$ cat src/design/rde_pkg.sv
// Package for the radix digit emitter: field widths, register indexes,
// reset values, the divider status struct and the digit-to-character lookup.
// No dependencies.
package rde_pkg;

  localparam int VALUE_W    = 63;
  localparam int CHAR_W     = 8;
  localparam int BASE_W     = 5;
  localparam int CFG_IDX_W  = 2;
  localparam int CFG_DATA_W = 64;
  localparam int DVAL_W     = 4;

  localparam logic [CFG_IDX_W-1:0] REG_BASE       = 2'd0;
  localparam logic [CFG_IDX_W-1:0] REG_CHARS_LOW  = 2'd1;
  localparam logic [CFG_IDX_W-1:0] REG_CHARS_HIGH = 2'd2;

  localparam logic [BASE_W-1:0]     BASE_RESET       = 5'd10;
  localparam logic [CFG_DATA_W-1:0] CHARS_LOW_RESET  = 64'h3736353433323130;
  localparam logic [CFG_DATA_W-1:0] CHARS_HIGH_RESET = 64'h6665646362613938;

  typedef struct packed {
    logic done;
    logic nonzero;
  } div_status_t;

  // Byte d[2:0] of the low word for digits 0..7, of the high word otherwise.
  function automatic logic [CHAR_W-1:0] char_of(
    input logic [DVAL_W-1:0]     d,
    input logic [CFG_DATA_W-1:0] low,
    input logic [CFG_DATA_W-1:0] high
  );
    logic [CFG_DATA_W-1:0] word;
    word = d[3] ? high : low;
    return word[{d[2:0], 3'b000} +: CHAR_W];
  endfunction

endpackage

$ cat src/design/rde_ram.sv
// Generic single-write, single-read RAM with registered read data.
// No dependencies.
module rde_ram #(
  parameter int WIDTH = 4,
  parameter int DEPTH = 64
) (
  input  logic                     clk,
  input  logic                     we,
  input  logic [$clog2(DEPTH)-1:0] waddr,
  input  logic [WIDTH-1:0]         wdata,
  input  logic [$clog2(DEPTH)-1:0] raddr,
  output logic [WIDTH-1:0]         rdata
);

  logic [WIDTH-1:0] mem [DEPTH];

  always_ff @(posedge clk) begin
    if (we) begin
      mem[waddr] <= wdata;
    end
    rdata <= mem[raddr];
  end

endmodule

$ cat src/design/rde_divider.sv
// Bit-serial restoring divider: one quotient bit per cycle, MSB first.
// Depends on rde_pkg for the value width and the status struct.
module rde_divider #(
  parameter int MAX_BASE = 16
) (
  input  logic                           clk,
  input  logic                           rst,
  input  logic                           start,
  input  logic                           load,
  input  logic [rde_pkg::VALUE_W-1:0]    dividend,
  input  logic [$clog2(MAX_BASE+1)-1:0]  divisor,
  output logic [$clog2(MAX_BASE+1)-1:0]  remainder,
  output rde_pkg::div_status_t           status
);

  localparam int DivW = $clog2(MAX_BASE + 1);
  localparam int CntW = $clog2(rde_pkg::VALUE_W);
  localparam logic [CntW-1:0] LastStep = CntW'(rde_pkg::VALUE_W - 1);

  logic [rde_pkg::VALUE_W-1:0] quo;
  logic [DivW-1:0]             rem;
  logic [CntW-1:0]             cnt;
  logic                        busy;
  logic                        done;
  logic                        nonzero;

  logic [DivW:0]   trial;
  logic            qbit;
  logic [DivW-1:0] rem_next;

  // The quotient register shifts out the dividend while the quotient bits
  // shift in, so a new division can start from the previous quotient.
  always_comb begin
    trial    = {rem, quo[rde_pkg::VALUE_W-1]};
    qbit     = (trial >= {1'b0, divisor});
    rem_next = qbit ? DivW'(trial - {1'b0, divisor}) : DivW'(trial);
  end

  always_ff @(posedge clk) begin
    if (rst) begin
      busy <= 1'b0;
      done <= 1'b0;
    end else begin
      done <= busy && (cnt == LastStep);
      if (start) begin
        busy <= 1'b1;
      end else if (busy && (cnt == LastStep)) begin
        busy <= 1'b0;
      end
    end
  end

  always_ff @(posedge clk) begin
    if (start) begin
      cnt     <= '0;
      rem     <= '0;
      nonzero <= 1'b0;
      if (load) begin
        quo <= dividend;
      end
    end else if (busy) begin
      cnt     <= cnt + 1'b1;
      rem     <= rem_next;
      quo     <= {quo[rde_pkg::VALUE_W-2:0], qbit};
      nonzero <= nonzero | qbit;
    end
  end

  assign remainder      = rem;
  assign status.done    = done;
  assign status.nonzero = nonzero;

endmodule

$ cat src/design/radix_digit_emitter_unit.sv
// Top level of the radix digit emitter: config registers, digit sequencer,
// digit stack and output register. Depends on rde_pkg, rde_divider, rde_ram.
//
//   channel | signals                          | carries
//   in      | in_valid, in_ready, value        | one number per beat
//   out     | out_valid, out_ready, digit_char, last | one character per beat
//   cfg     | cfg_valid, cfg_ready, cfg_index, cfg_data | one register write
//
// Each digit is one pass of the bit-serial divider, and each character is read
// back from the digit stack in a read state, then put into the output register
// in a load state.
// Synchronous reset restores the register reset values and idles the block.
// A stalled output holds the sequencer before the next stack read; a new
// number is taken once the previous one's last character is in the output
// register.
module radix_digit_emitter_unit #(
  parameter int MAX_DIGITS = 64,
  parameter int MAX_BASE   = 16
) (
  input  logic                              clk,
  input  logic                              rst,
  input  logic                              in_valid,
  output logic                              in_ready,
  input  logic [rde_pkg::VALUE_W-1:0]       value,
  output logic                              out_valid,
  input  logic                              out_ready,
  output logic [rde_pkg::CHAR_W-1:0]        digit_char,
  output logic                              last,
  input  logic                              cfg_valid,
  output logic                              cfg_ready,
  input  logic [rde_pkg::CFG_IDX_W-1:0]     cfg_index,
  input  logic [rde_pkg::CFG_DATA_W-1:0]    cfg_data
);

  localparam int DivW   = $clog2(MAX_BASE + 1);
  localparam int DigitW = $clog2(MAX_BASE);
  localparam int AddrW  = $clog2(MAX_DIGITS);
  localparam int CntW   = $clog2(MAX_DIGITS + 1);

  localparam logic [1:0] S_IDLE = 2'd0;
  localparam logic [1:0] S_DIV  = 2'd1;
  localparam logic [1:0] S_READ = 2'd2;
  localparam logic [1:0] S_LOAD = 2'd3;

  logic [rde_pkg::BASE_W-1:0]     base;
  logic [rde_pkg::CFG_DATA_W-1:0] chars_low;
  logic [rde_pkg::CFG_DATA_W-1:0] chars_high;
  logic [DivW-1:0]                eff_base;

  logic [1:0]       state;
  logic [CntW-1:0]  n;
  logic [CntW-1:0]  n_next;
  logic [AddrW-1:0] rd_ptr;
  logic             more;

  logic                        div_start;
  logic                        div_load;
  logic [DivW-1:0]             remainder;
  rde_pkg::div_status_t        div_status;
  logic [DigitW-1:0]           rd_digit;
  logic                        stack_we;

  // Configuration
  assign cfg_ready = 1'b1;

  always_ff @(posedge clk) begin
    if (rst) begin
      base       <= rde_pkg::BASE_RESET;
      chars_low  <= rde_pkg::CHARS_LOW_RESET;
      chars_high <= rde_pkg::CHARS_HIGH_RESET;
    end else if (cfg_valid) begin
      case (cfg_index)
        rde_pkg::REG_BASE:       base       <= cfg_data[rde_pkg::BASE_W-1:0];
        rde_pkg::REG_CHARS_LOW:  chars_low  <= cfg_data;
        rde_pkg::REG_CHARS_HIGH: chars_high <= cfg_data;
        default: ;
      endcase
    end
  end

  always_comb begin
    if (base < 5'd2) begin
      eff_base = DivW'(2);
    end else if (base > 5'(MAX_BASE)) begin
      eff_base = DivW'(MAX_BASE);
    end else begin
      eff_base = DivW'(base);
    end
  end

  // Sequencer
  assign in_ready  = (state == S_IDLE);
  assign n_next    = n + 1'b1;
  assign more      = div_status.nonzero && (n_next != CntW'(MAX_DIGITS));
  assign stack_we  = (state == S_DIV) && div_status.done;
  assign div_load  = (state == S_IDLE);
  assign div_start = (in_valid && in_ready) || (stack_we && more);

  always_ff @(posedge clk) begin
    if (rst) begin
      state <= S_IDLE;
    end else begin
      case (state)
        S_IDLE: begin
          if (in_valid) begin
            state <= S_DIV;
            n     <= '0;
          end
        end
        S_DIV: begin
          if (div_status.done) begin
            n <= n_next;
            if (!more) begin
              rd_ptr <= n[AddrW-1:0];
              state  <= S_READ;
            end
          end
        end
        S_READ: begin
          if (!out_valid || out_ready) begin
            state <= S_LOAD;
          end
        end
        S_LOAD: begin
          if (rd_ptr == '0) begin
            state <= S_IDLE;
          end else begin
            rd_ptr <= rd_ptr - 1'b1;
            state  <= S_READ;
          end
        end
        default: state <= S_IDLE;
      endcase
    end
  end

  rde_divider #(
    .MAX_BASE (MAX_BASE)
  ) u_divider (
    .clk       (clk),
    .rst       (rst),
    .start     (div_start),
    .load      (div_load),
    .dividend  (value),
    .divisor   (eff_base),
    .remainder (remainder),
    .status    (div_status)
  );

  // Digits are pushed least significant first and read back in reverse.
  rde_ram #(
    .WIDTH (DigitW),
    .DEPTH (MAX_DIGITS)
  ) u_stack (
    .clk   (clk),
    .we    (stack_we),
    .waddr (n[AddrW-1:0]),
    .wdata (remainder[DigitW-1:0]),
    .raddr (rd_ptr),
    .rdata (rd_digit)
  );

  // Output register
  always_ff @(posedge clk) begin
    if (rst) begin
      out_valid <= 1'b0;
    end else if (state == S_LOAD) begin
      out_valid <= 1'b1;
    end else if (out_ready) begin
      out_valid <= 1'b0;
    end
  end

  always_ff @(posedge clk) begin
    if (state == S_LOAD) begin
      digit_char <= rde_pkg::char_of(rde_pkg::DVAL_W'(rd_digit), chars_low, chars_high);
      last       <= (rd_ptr == '0);
    end
  end

  // Checks
  a_stack_bound: assert property (@(posedge clk) disable iff (rst)
    stack_we |-> (n < CntW'(MAX_DIGITS)))
    else $error("digit stack written past its depth");

  a_load_empty: assert property (@(posedge clk) disable iff (rst)
    (state == S_LOAD) |-> !out_valid)
    else $error("output register loaded while still holding a beat");

  a_last_beat: assert property (@(posedge clk) disable iff (rst)
    (state == S_LOAD) && (rd_ptr == '0) |=> out_valid && last && (state == S_IDLE))
    else $error("final digit not marked last");

  a_no_start_busy: assert property (@(posedge clk) disable iff (rst)
    (state == S_DIV) && !div_status.done |-> !div_start)
    else $error("divider restarted mid-division");

endmodule

$ cat config.mk
export PLATFORM = sky130hd
export DESIGN_NAME = radix_digit_emitter_unit
export DESIGN_NICKNAME = d
export VERILOG_FILES = /design/src/design/rde_pkg.sv /design/src/design/rde_ram.sv /design/src/design/rde_divider.sv /design/src/design/radix_digit_emitter_unit.sv
export SDC_FILE = /design/constraint.sdc
export NUM_CORES = 1
export LEC_CHECK = 0
export BUFFER_PORTS_ARGS = -buffer_cell sky130_fd_sc_hd__buf_2
export CAP_MARGIN = 0
export CORE_ASPECT_RATIO = 2
export CORE_MARGIN = 4
export CORE_UTILIZATION = 50
export DETAILED_ROUTE_END_ITERATION = 7
export GPL_TIMING_DRIVEN = 1
export PLACE_DENSITY = 0.64
export REMOVE_ABC_BUFFERS = 1
export SLEW_MARGIN = 20
export SYNTH_ARGS = -nofsm -noshare
export SYNTH_HDL_FRONTEND = slang
export SYNTH_SLANG_ARGS = --single-unit
$ cat constraint.sdc
create_clock -name clk -period 6.8 [get_ports clk]
set_clock_uncertainty 0.05 [all_clocks]
set_input_delay 0.68 -clock clk [delete_from_list [all_inputs] [get_ports clk]]
set_output_delay 0.68 -clock clk [all_outputs]
set_load 0.01 [all_outputs]
==> reports/qor.yml, run 1 <==
synth_flop_cell: "edfxtp_1"
slowest_delay_ps: 620
hold_depth: 3
regToRegSetupSlack_ps: 3580
rsz0062_at_grt: "false"
crit_path_end_kind: "flip-flop"
async_flop_share_pct: 0
cap_violations: 0
drt_iter0_markers: 815
min_from: "cfg_data[54]"
dieArea_mm2: 0.0446
syn2layout_area_growth_pct: 12.3
worst_slew_pin_slew_ps: 1090
track_usage_pct: 22.3
fin_cells: 2164
worstSetupPathType: "reg -> reg"
grt_overflow_total: 0
finalSetupTns_ps: 0
dp_hpwl_mm: 32.4
ys_seq_area_share_pct: 64.8
avgRoutedWirePerCell_um: 22.4
ir_worst_vdd_mv: 0.220
netlist_area_mm2: 0.0206
path_clk_slew_ps: 70
antenna_left: 0
synthCells: 1492
numPortBuffers: 144
whs_ps: 292
synth.distinct_cells: 63
ys_top_cells_by_area: "edfxtp_1 (50%), dfxtp_1 (15%), mux4_2 (11%), nand2_1 (5.5%), mux2_1 (3.4%)"
final-setup-viol-count: 0
avgSynthCellArea_um2: 13.8
cts-buffers-inserted: 42
path_cells: "nand2_1 > or4b_4 > a221oi_4 > o21a_2 > buf_4 > mux2_1"
critPathArrivalTime_ps: 3460
final_area_mm2: 0.0231
cts_buffer_depth: 3
r2r-end: "u_divider.quo[50]$_DFFE_PP_"
antenna_found_initial: 3
nets: 1745
ios: 146
hold_viol: 0
cts_tree: "yes"
powerDensity_mw_per_mm2: 276
start_util_pct: 50.8
place.gp.congestion: 0.848
grt_max_degree: 79
max_clock_freq_mhz: 310
critPathMaxFanout: 65
r2r_start: "n[3]$_SDFFCE_PN0P_"
fp.dieH_um: 295
ys_ff_latch: 495
wl_mm: 48.5
synth_most_common_cell: "edfxtp_1"
dr.pass1.iters: 5
cts_setup_buffers: 0
hold_buffers: 0
slew_headroom_pct: 26.9
vias: 12300
fin_crit_ps: 3220
fin_crit_sh_pct: 47.4
viasPerCell: 5.67
synth_common_cells: "edfxtp_1 (341), nand2_1 (302), dfxtp_1 (154)"
placed_cells: 2086
p_leak_nw: 8.06
synth-edff-count: 341
die_w_um: 151
placementRows: 104
reg2reg_depth: 6
grt_first_pass_wirelength_mm: 75.0
crit_slowest_cell: "buf_4"
placed_area_mm2: 0.0217
core_area_mm2: 0.0405
clkSinkCount: 495
root_buffer: "clkbuf_16"
cts_resized: 0
cts_max_level: 2
post-synth-top-area-cell: "edfxtp_1"
min_path_type: "in -> reg"
fillers: 3236
p_total_mw: 6.38
drive_gt1_share_pct: 22.0
cp.required_ps: 7040
synth_top_area_share_pct: 49.8
yosys_warnings: 0
outcome: "complete, no violations"
worst_setup_path_start_kind: "flip-flop"
slew_violations: 0
min_to: "chars_high[54]$_SDFFE_PP1P_"
drc: 0
grt_pass1_vias: 13000
clk-insertion-delay-late_ps: 560
-- logic make-up (layout without fill, tap and decap cells) --
family,Yosys count,after routing,synth area share [%]
buffers and inverters,112,253,2.38
multiplexers,183,183,15.4
other,1,2,0.0182
flip-flops,495,495,64.8
AND/OR/NAND/NOR,519,519,11.4
XOR/XNOR,13,13,0.554
AO/OA/AOI/OAI,158,158,4.76
adder cells (fa/ha/maj),11,11,0.706
-- worst max path at each step --
stage | endpoint | slack, ps | startpoint | cells past startpoint
global route | u_divider.quo[13]$_DFFE_PP_ | 3430 | n[3]$_SDFFCE_PN0P_ | 6
floorplan | u_divider.quo[0]$_DFFE_PP_ | 1620 | n[3]$_SDFFCE_PN0P_ | 5
global placement | u_divider.quo[6]$_DFFE_PP_ | 3670 | n[3]$_SDFFCE_PN0P_ | 6
finish | u_divider.quo[50]$_DFFE_PP_ | 3580 | n[3]$_SDFFCE_PN0P_ | 6
detailed placement | u_divider.quo[62]$_DFFE_PP_ | 3590 | n[3]$_SDFFCE_PN0P_ | 6
CTS | u_divider.quo[50]$_DFFE_PP_ | 3560 | n[3]$_SDFFCE_PN0P_ | 6
-- layout by cell type (no fill, tap or decap), types with 4 or more instances in the layout --
master,synthesis,routed
edfxtp_1,341,341
nand2_1,302,302
dfxtp_1,154,148
buf_2,10,143
mux4_2,99,99
nor2_1,91,90
a21oi_1,88,87
mux2_1,62,62
nand3b_1,59,59
clkbuf_16,0,45
buf_4,3,19
o21ai_0,14,14
inv_1,13,13
nor2b_1,13,13
mux2i_1,13,13
clkinv_2,0,12
ha_1,10,10
nand3_1,9,9
mux2_2,9,9
a211oi_1,8,8
nand2b_1,8,8
xnor2_1,7,7
or3_1,7,7
a221oi_1,6,6
xor2_1,6,6
dfxtp_2,0,6
nor3_1,5,5
o211ai_1,5,5
and3_1,5,5
a31oi_1,4,4
clkinvlp_4,0,4
clkbuf_1,70,4
bufinv_16,0,4
-- routing by layer --
metal | share of wire [%] | vias up | global-route usage [%]
met2 | 58 | 307 | 42.7
met3 | 4.3 | 101 | 3.40
met5 | 0.043 | - | 0
met1 | 34 | 6150 | 24.3
met4 | 3.8 | 4 | 7.93
li1 | - | 5715 | -
-- layout make-up --
type / count / area, um^2 / area share (%)
well taps: 530 / 663 / 2.87
multi-input cells: 885 / 6770 / 29.3
diodes: 1 / 2.50 / 0.0108
repair buffers: 162 / 858 / 3.72
clock buffers: 51 / 1170 / 5.06
flip-flops and latches: 495 / 13300 / 57.7
inverters: 14 / 52.6 / 0.228
clock inverters: 26 / 250 / 1.08
-- metrics by stage --
step | util (%) | worst slack [ps]
final | 57.1 | 3580
after global routing | 57.1 | 3430
after CTS | 57.1 | 3560
after detailed placement | 53.6 | 3590
after global placement | 53.6 | 3670
after floorplan | - | 1620
-- flip-flops by register name (all words and copies together) (netlist names), 6 cells and up --
register / cells
chars_low: 64
chars_high: 64
u_divider.quo: 63
u_stack.mem: 256
rd_ptr: 6
u_divider.cnt: 6
digit_char: 8
n: 7
-- worst max-delay path, delay by kind of cell (launching register included) --
family          cells  cell delay (ps)
simple gates        2              740
mux                 1              390
compound gates      2              550
buf+inv             1              620
flops               1              550
-- power by group --
part | internal, mW | switching (mW) | total [mW]
clock | 1.39 | 1.11 | 2.50
sequential | 3.41 | 0.0458 | 3.46
combinational | 0.149 | 0.272 | 0.421
total | 4.95 | 1.43 | 6.38
(Power assumes the default switching activity.)
==> run 2, diff against run 1 <==
--- a/config.mk
+++ b/config.mk
@@ -5,6 +5,7 @@
 export SDC_FILE = /design/constraint.sdc
 export NUM_CORES = 1
 export LEC_CHECK = 0
+export ABC_AREA = 1
 export BUFFER_PORTS_ARGS = -buffer_cell sky130_fd_sc_hd__buf_2
 export CAP_MARGIN = 0
 export CORE_ASPECT_RATIO = 2
@@ -12,7 +13,7 @@
 export CORE_UTILIZATION = 50
 export DETAILED_ROUTE_END_ITERATION = 7
 export GPL_TIMING_DRIVEN = 1
-export PLACE_DENSITY = 0.64
+export PLACE_DENSITY = 0.67
 export REMOVE_ABC_BUFFERS = 1
 export SLEW_MARGIN = 20
 export SYNTH_ARGS = -nofsm -noshare
==> constraint.sdc (replaced) <==
create_clock -name clk -period 2.65 [get_ports clk]
set_clock_uncertainty 0.05 [all_clocks]
set_input_delay 0.265 -clock clk [delete_from_list [all_inputs] [get_ports clk]]
set_output_delay 0.265 -clock clk [all_outputs]
set_load 0.01 [all_outputs]
==> run 2 against run 1 <==
Against the previous run:
- global-route usage increased by 1.5 points
- critical path depth is 2 higher
- combinational power grew to 13 times the previous value
- die area rose by 2.4%
- routed wire length increased by 15%
- largest power group unchanged
- core utilization rose by 2.6 points
==> reports/qor.yml, run 2 <==
placed_area_mm2: 0.0224
layout_common_cells: "nor2_1 (392), nand2_1 (369), edfxtp_1 (341)"
avgRoutedWirePerCell_um: 18.8
synthAdderAreaFrac_pct: 0.688
critPathArrivalTime_ps: 2600
switchingPower_mw: 6.95
final-setup-viol-count: 0
synth.distinct_cells: 39
fin_crit_sh_pct: 92.1
cap_violations: 0
async_flop_share_pct: 0
grt_pass1_vias: 16500
synth_top_family_by_area: "simple AND/OR/NAND/NOR gates"
ys_seq_area_share_pct: 63.2
post-synth-top-area-cell: "edfxtp_1"
largest_register: "u_stack.mem"
fin_cells: 2965
synth-edff-count: 341
final_area_mm2: 0.0249
min_path_type: "in -> reg"
synth_flop_cell: "edfxtp_1"
root_buffer: "clkbuf_16"
synth.area.mux_share_pct: 1.52
viasPerCell: 5.54
synth_top_area_share_pct: 48.6
cts_buffer_depth: 3
placed_cells: 2767
wl_mm: 55.8
yosys.area_share.simple_pct: 18.4
dr.pass1.iters: 6
start_util_pct: 50.5
synth-compound-area-share_pct: 11.1
fillers: 3439
place.gp.congestion: 0.893
avgSynthCellArea_um2: 9.74
crit_path_end_kind: "flip-flop"
core_area_mm2: 0.0418
dieArea_mm2: 0.0457
p_leak_nw: 9.83
placementRows: 106
die_w_um: 153
ys_ff_latch: 495
p_int_mw: 14.9
clk-insertion-delay-late_ps: 540
worst_slew_pin_slew_ps: 795
slew_violations: 0
antenna_left: 0
outcome: "complete, no violations"
max_clock_freq_mhz: 410
path_clk_slew_ps: 70
combPwrFrac_pct: 25.8
fin_crit_ps: 2440
synthCells: 2165
numPortBuffers: 144
synth_common_cells: "nor2_1 (395), nand2_1 (370), edfxtp_1 (341)"
grt_first_pass_wirelength_mm: 87.1
clkSinkCount: 495
p_sw_share_pct: 31.8
antenna_found_initial: 1
largest_reg_flops: 256
cts-buffers-inserted: 40
worst_setup_path_start_kind: "flip-flop"
slew_headroom_pct: 47.0
cp.required_ps: 2810
final_common_cell: "nor2_1"
ys_top_cells_by_area: "edfxtp_1 (49%), dfxtp_1 (15%), nor2_1 (7.0%), nand2_1 (6.6%), o21ai_0 (5.8%)"
cts_max_level: 2
cts_setup_buffers: 0
drive_gt1_share_pct: 11.6
seqPwrFrac_pct: 47.8
grt_max_degree: 102
largest_registers: "u_stack.mem x256, chars_high x64, chars_low x64"
track_usage_pct: 23.8
drc: 0
rsz0062_at_grt: "true"
nets: 2543
synth_most_common_cell: "nor2_1"
critPathMaxFanout: 8
powerDensity_mw_per_mm2: 877
dp_hpwl_mm: 36.1
pwr-share-clk_pct: 26.4
ir_worst_vdd_mv: 0.858
synth_xor_area_share_pct: 0.415
ios: 146
yosys_warnings: 0
worstSetupPathType: "reg -> reg"
netlist_area_mm2: 0.0211
syn2layout_area_growth_pct: 18.3
hold_viol: 0
drt_iter0_markers: 1265
grt_overflow_total: 0
fp.dieH_um: 298
cts_tree: "yes"
vias: 16400
[run 2: cell types whose count changed in the layout (fill, tap and decap cells not counted), moves of 67 or more]
cell           delta
dlygate4sd3_1   +129
o21ai_0         +232
mux4_2           -99
nand3_1         +167
nor2_1          +302
inv_1            +73
nand2_1          +67
[run 2: worst paths after layout]
path / slack [ps] / end / depth (start not counted) / start
worst max register to register: 210 / u_stack.mem[26][2]$_DFFE_PP_ / 8 / state[0]$_SDFFE_PP0P_
worst max-delay path: 210 / u_stack.mem[26][2]$_DFFE_PP_ / 8 / state[0]$_SDFFE_PP0P_
worst min register to register: 400 / chars_high[1]$_SDFFE_PP0P_ / 2 / chars_high[1]$_SDFFE_PP0P_
worst min-delay path: 150 / base[4]$_SDFFE_PP0P_ / 3 / cfg_valid
[run 2: cell families (layout without fill, tap and decap cells)]
kind of cell,after synthesis,count (layout)
multiplexers,32,32
AO/OA/AOI/OAI,424,424
flip-flops,495,495
buffers and inverters,234,493
XOR/XNOR,10,10
AND/OR/NAND/NOR,958,958
adder cells (fa/ha/maj),11,11
other,1,2
[run 2: critical path, stage by stage (launching register included)]
cell and delay (ps):
dfxtp_1 380, inv_1 110, nor2_2 140, inv_1 160, nor2_4 140, inv_1 90
nor2_1 280, nand3_2 370, nor2_1 390
[run 2: area by class of cell]
type / count / area (um^2) / share of cell area, %
Antenna cell: 1 / 2.50 / 0.0100
Clock buffer: 55 / 1110 / 4.45
Clock inverter: 13 / 118 / 0.472
Inverter: 93 / 350 / 1.40
Multi-Input combinational cell: 1436 / 6810 / 27.3
Sequential cell: 495 / 13300 / 53.5
Tap cell: 540 / 676 / 2.71
Timing Repair Buffer: 332 / 2540 / 10.2
[run 2: power groups by stage]
stage / Sequential, mW / Clock [mW] / Combinational, mW
CTS: 10.5 / 5.84 / 5.62
detailed placement: 10.6 / 0 / 5.45
global route: 10.6 / 6.18 / 6.21
global placement: 10.6 / 0 / 5.36
floorplan: 11.0 / 0 / 2.86
finish: 10.5 / 5.77 / 5.64
[run 2: layer usage]
metal / wire length [um] / global-route usage (%) / share of wire, % / up-vias
li1: - / - / - / 7866
met5: 0 / 0 / 0 / -
met3: 2530 / 2.87 / 4.5 / 143
met4: 3130 / 12.2 / 5.6 / 0
met2: 30100 / 44.5 / 54 / 547
met1: 20000 / 26.1 / 36 / 7866
[run 2: through the flow]
stage	setup slack, ps	TNS, ps	power, mW	utilization [%]	hold slack, ps
global route	-18.2	-199	23.0	59.7	160
global placement	298	0	16.0	53.6	383
finish	209	0	21.9	59.7	152
floorplan	-2750	-254030	13.9	-	284
CTS	199	0	21.9	59.7	117
detailed placement	213	0	16.1	53.6	391
[run 2: repair_timing]
item / 4_1_cts / 5_1_grt
resized for setup: 0 / 2
hold endpoints to repair: 194 / 0
hold buffers: 129 / 0
setup endpoints to repair: 0 / 10
==> run 3, diff against run 2 <==
--- a/config.mk
+++ b/config.mk
@@ -11,6 +11,7 @@
 export CORE_ASPECT_RATIO = 2
 export CORE_MARGIN = 4
 export CORE_UTILIZATION = 50
+export CTS_BUF_LIST = sky130_fd_sc_hd__clkbuf_4
 export DETAILED_ROUTE_END_ITERATION = 7
 export GPL_TIMING_DRIVEN = 1
 export PLACE_DENSITY = 0.67
==> run 3 against run 2 <==
Against the previous run:
- core utilization rose by 0.61 points
- maximum frequency increased by 0.82%
- count of clock-buffer cells in the layout grew 104
- non-clock buffer count up 6
- global-route usage grew 0.69 points
- worst hold slack gained 32 ps
- flip-flop and latch count is the same
- via count up 3.3%
- cell count up 4.4%
- critical path type unchanged
- highest routed layer unchanged
==> reports/qor.yml, run 3 (synthesis results as in run 2) <==
r2r-end: "u_stack.mem[58][1]$_DFFE_PP_"
multi_input_area_mm2: 0.00681
drc: 0
seqCellArea_mm2: 0.0133
cap_violations: 0
syn2layout_area_growth_pct: 19.5
avgRoutedWirePerCell_um: 18.4
layout_common_cells: "nor2_1 (392), nand2_1 (369), edfxtp_1 (341)"
combPwrFrac_pct: 25.6
grt_overflow_total: 0
track_usage_pct: 24.5
place.gp.congestion: 0.893
fp.dieH_um: 298
whs_ps: 184
fin_crit_ps: 2420
final_common_cell: "nor2_1"
grt_first_pass_wirelength_mm: 89.1
cp-endpoint: "u_stack.mem[58][1]$_DFFE_PP_"
core_area_mm2: 0.0418
cts_setup_buffers: 0
die_w_um: 153
p_leak_nw: 10.1
dp_hpwl_mm: 36.1
start_util_pct: 50.5
worst_slew_pin_slew_ps: 814
clk-insertion-delay-late_ps: 790
largest_register: "u_stack.mem"
grt_max_degree: 102
worst_setup_path_start_kind: "flip-flop"
grt_pass1_vias: 17400
fillers: 3439
cts_tree: "yes"
vias: 17000
slew_violations: 0
cts_max_level: 3
hold_viol: 0
seqPwrFrac_pct: 47.4
path_clk_slew_ps: 70
largest_reg_flops: 256
worstSetupStartpoint: "state[0]$_SDFFE_PP0P_"
max_clock_freq_mhz: 413
final_area_mm2: 0.0252
ir_worst_vdd_mv: 0.588
numPortBuffers: 144
crit_path_end_kind: "flip-flop"
worstSetupPathType: "reg -> reg"
reg2reg_depth: 8
r2r_start: "state[0]$_SDFFE_PP0P_"
placed_area_mm2: 0.0224
final-setup-viol-count: 0
clkSinkCount: 495
powerDensity_mw_per_mm2: 876
slew_headroom_pct: 45.8
drive_gt1_share_pct: 15.5
pwr-share-clk_pct: 27.0
wl_mm: 57.1
cp.required_ps: 3060
switchingPower_mw: 7.15
regToRegSetupSlack_ps: 230
antenna_left: 0
fin_crit_sh_pct: 91.4
ios: 146
nets: 2613
placementRows: 106
dieArea_mm2: 0.0457
antenna_found_initial: 2
post-route-util_pct: 60.3
p_int_mw: 14.9
min_path_type: "in -> reg"
p_sw_share_pct: 32.4
outcome: "complete, no violations"
largest_registers: "u_stack.mem x256, chars_high x64, chars_low x64"
viasPerCell: 5.48
drt_iter0_markers: 1206
dr.pass1.iters: 6
finalSetupTns_ps: 0
cts-buffers-inserted: 104
root_buffer: "clkbuf_4"
critPathArrivalTime_ps: 2830
rsz0062_at_grt: "true"
critPathMaxFanout: 8
cts_buffer_depth: 3
-- run 3: changes by cell type in the layout (fill, tap and decap cells not counted) --
| cell | delta |
|---|---|
| dlygate4sd3_1 | +6 |
| clkinv_2 | -4 |
| inv_2 | +2 |
| clkinv_4 | -1 |
| clkbuf_4 | +159 |
| clkinv_1 | +21 |
| diode_2 | +1 |
| clkbuf_16 | -41 |
| clkbuf_1 | -11 |
| inv_6 | -1 |
| clkbuf_8 | -3 |
| bufinv_16 | +2 |
-- run 3: what timing repair did --
action,4_1_cts,5_1_grt
setup endpoints to repair,0,15
endpoints found under the hold margin,212,0
hold buffers,135,0
resized for setup,0,2
-- run 3: power groups by stage --
stage / clock [mW] / combinational (mW) / sequential, mW
after global routing: 6.51 / 6.23 / 10.5
after detailed placement: 0 / 5.45 / 10.6
after floorplan: 0 / 2.86 / 11.0
after CTS: 6.11 / 5.63 / 10.5
after global placement: 0 / 5.36 / 10.6
final: 5.96 / 5.64 / 10.5
-- run 3: how the worst min path moves through the flow --
stage	start	end	slack (ps)	cells after the start
after detailed placement	chars_low[49]$_SDFFE_PP1P_	chars_low[49]$_SDFFE_PP1P_	390	2
final	cfg_data[61]	chars_low[61]$_SDFFE_PP1P_	180	4
after floorplan	rst	out_valid$_SDFFE_PP0P_	280	1
after CTS	cfg_data[58]	chars_low[58]$_SDFFE_PP1P_	110	4
after global routing	cfg_data[40]	chars_low[40]$_SDFFE_PP1P_	150	4
after global placement	chars_low[20]$_SDFFE_PP1P_	chars_low[20]$_SDFFE_PP1P_	380	2
-- run 3: worst max-delay path: stages (launching register included) --
cell,delay (ps)
dfxtp_1,380
inv_1,110
nor2_2,140
inv_1,160
nor2_4,140
inv_1,90
nor2_1,280
nand3_2,360
nor2_1,400
-- run 3: final cells by class --
type,instances,share of cell area [%]
antenna,2,0.0199
clock buffer,159,4.74
clock inverter,32,0.899
inverter,93,1.39
multi-input combinational,1436,27.0
sequential,495,52.9
tap,540,2.68
timing repair buffer,338,10.3
-- run 3: metal layers --
layer	GRT usage [%]	part of all wire [%]	vias to the layer above	routed length (um)
met5	0	0	-	0
li1	-	-	8098	-
met3	4.26	5.0	160	2870
met4	13.5	5.4	0	3110
met2	46.2	54	606	31000
met1	25.2	35	8104	20100
-- run 3: metrics by stage --
step / std cells / worst slack [ps] / total power, mW
2_1_floorplan: 2024 / -2750 / 13.9
5_1_grt: 3095 / -18.9 / 23.3
3_3_place_gp: 2767 / 298 / 16.0
6_report: 3095 / 229 / 22.1
3_5_place_dp: 2767 / 213 / 16.1
4_1_cts: 3093 / 209 / 22.2
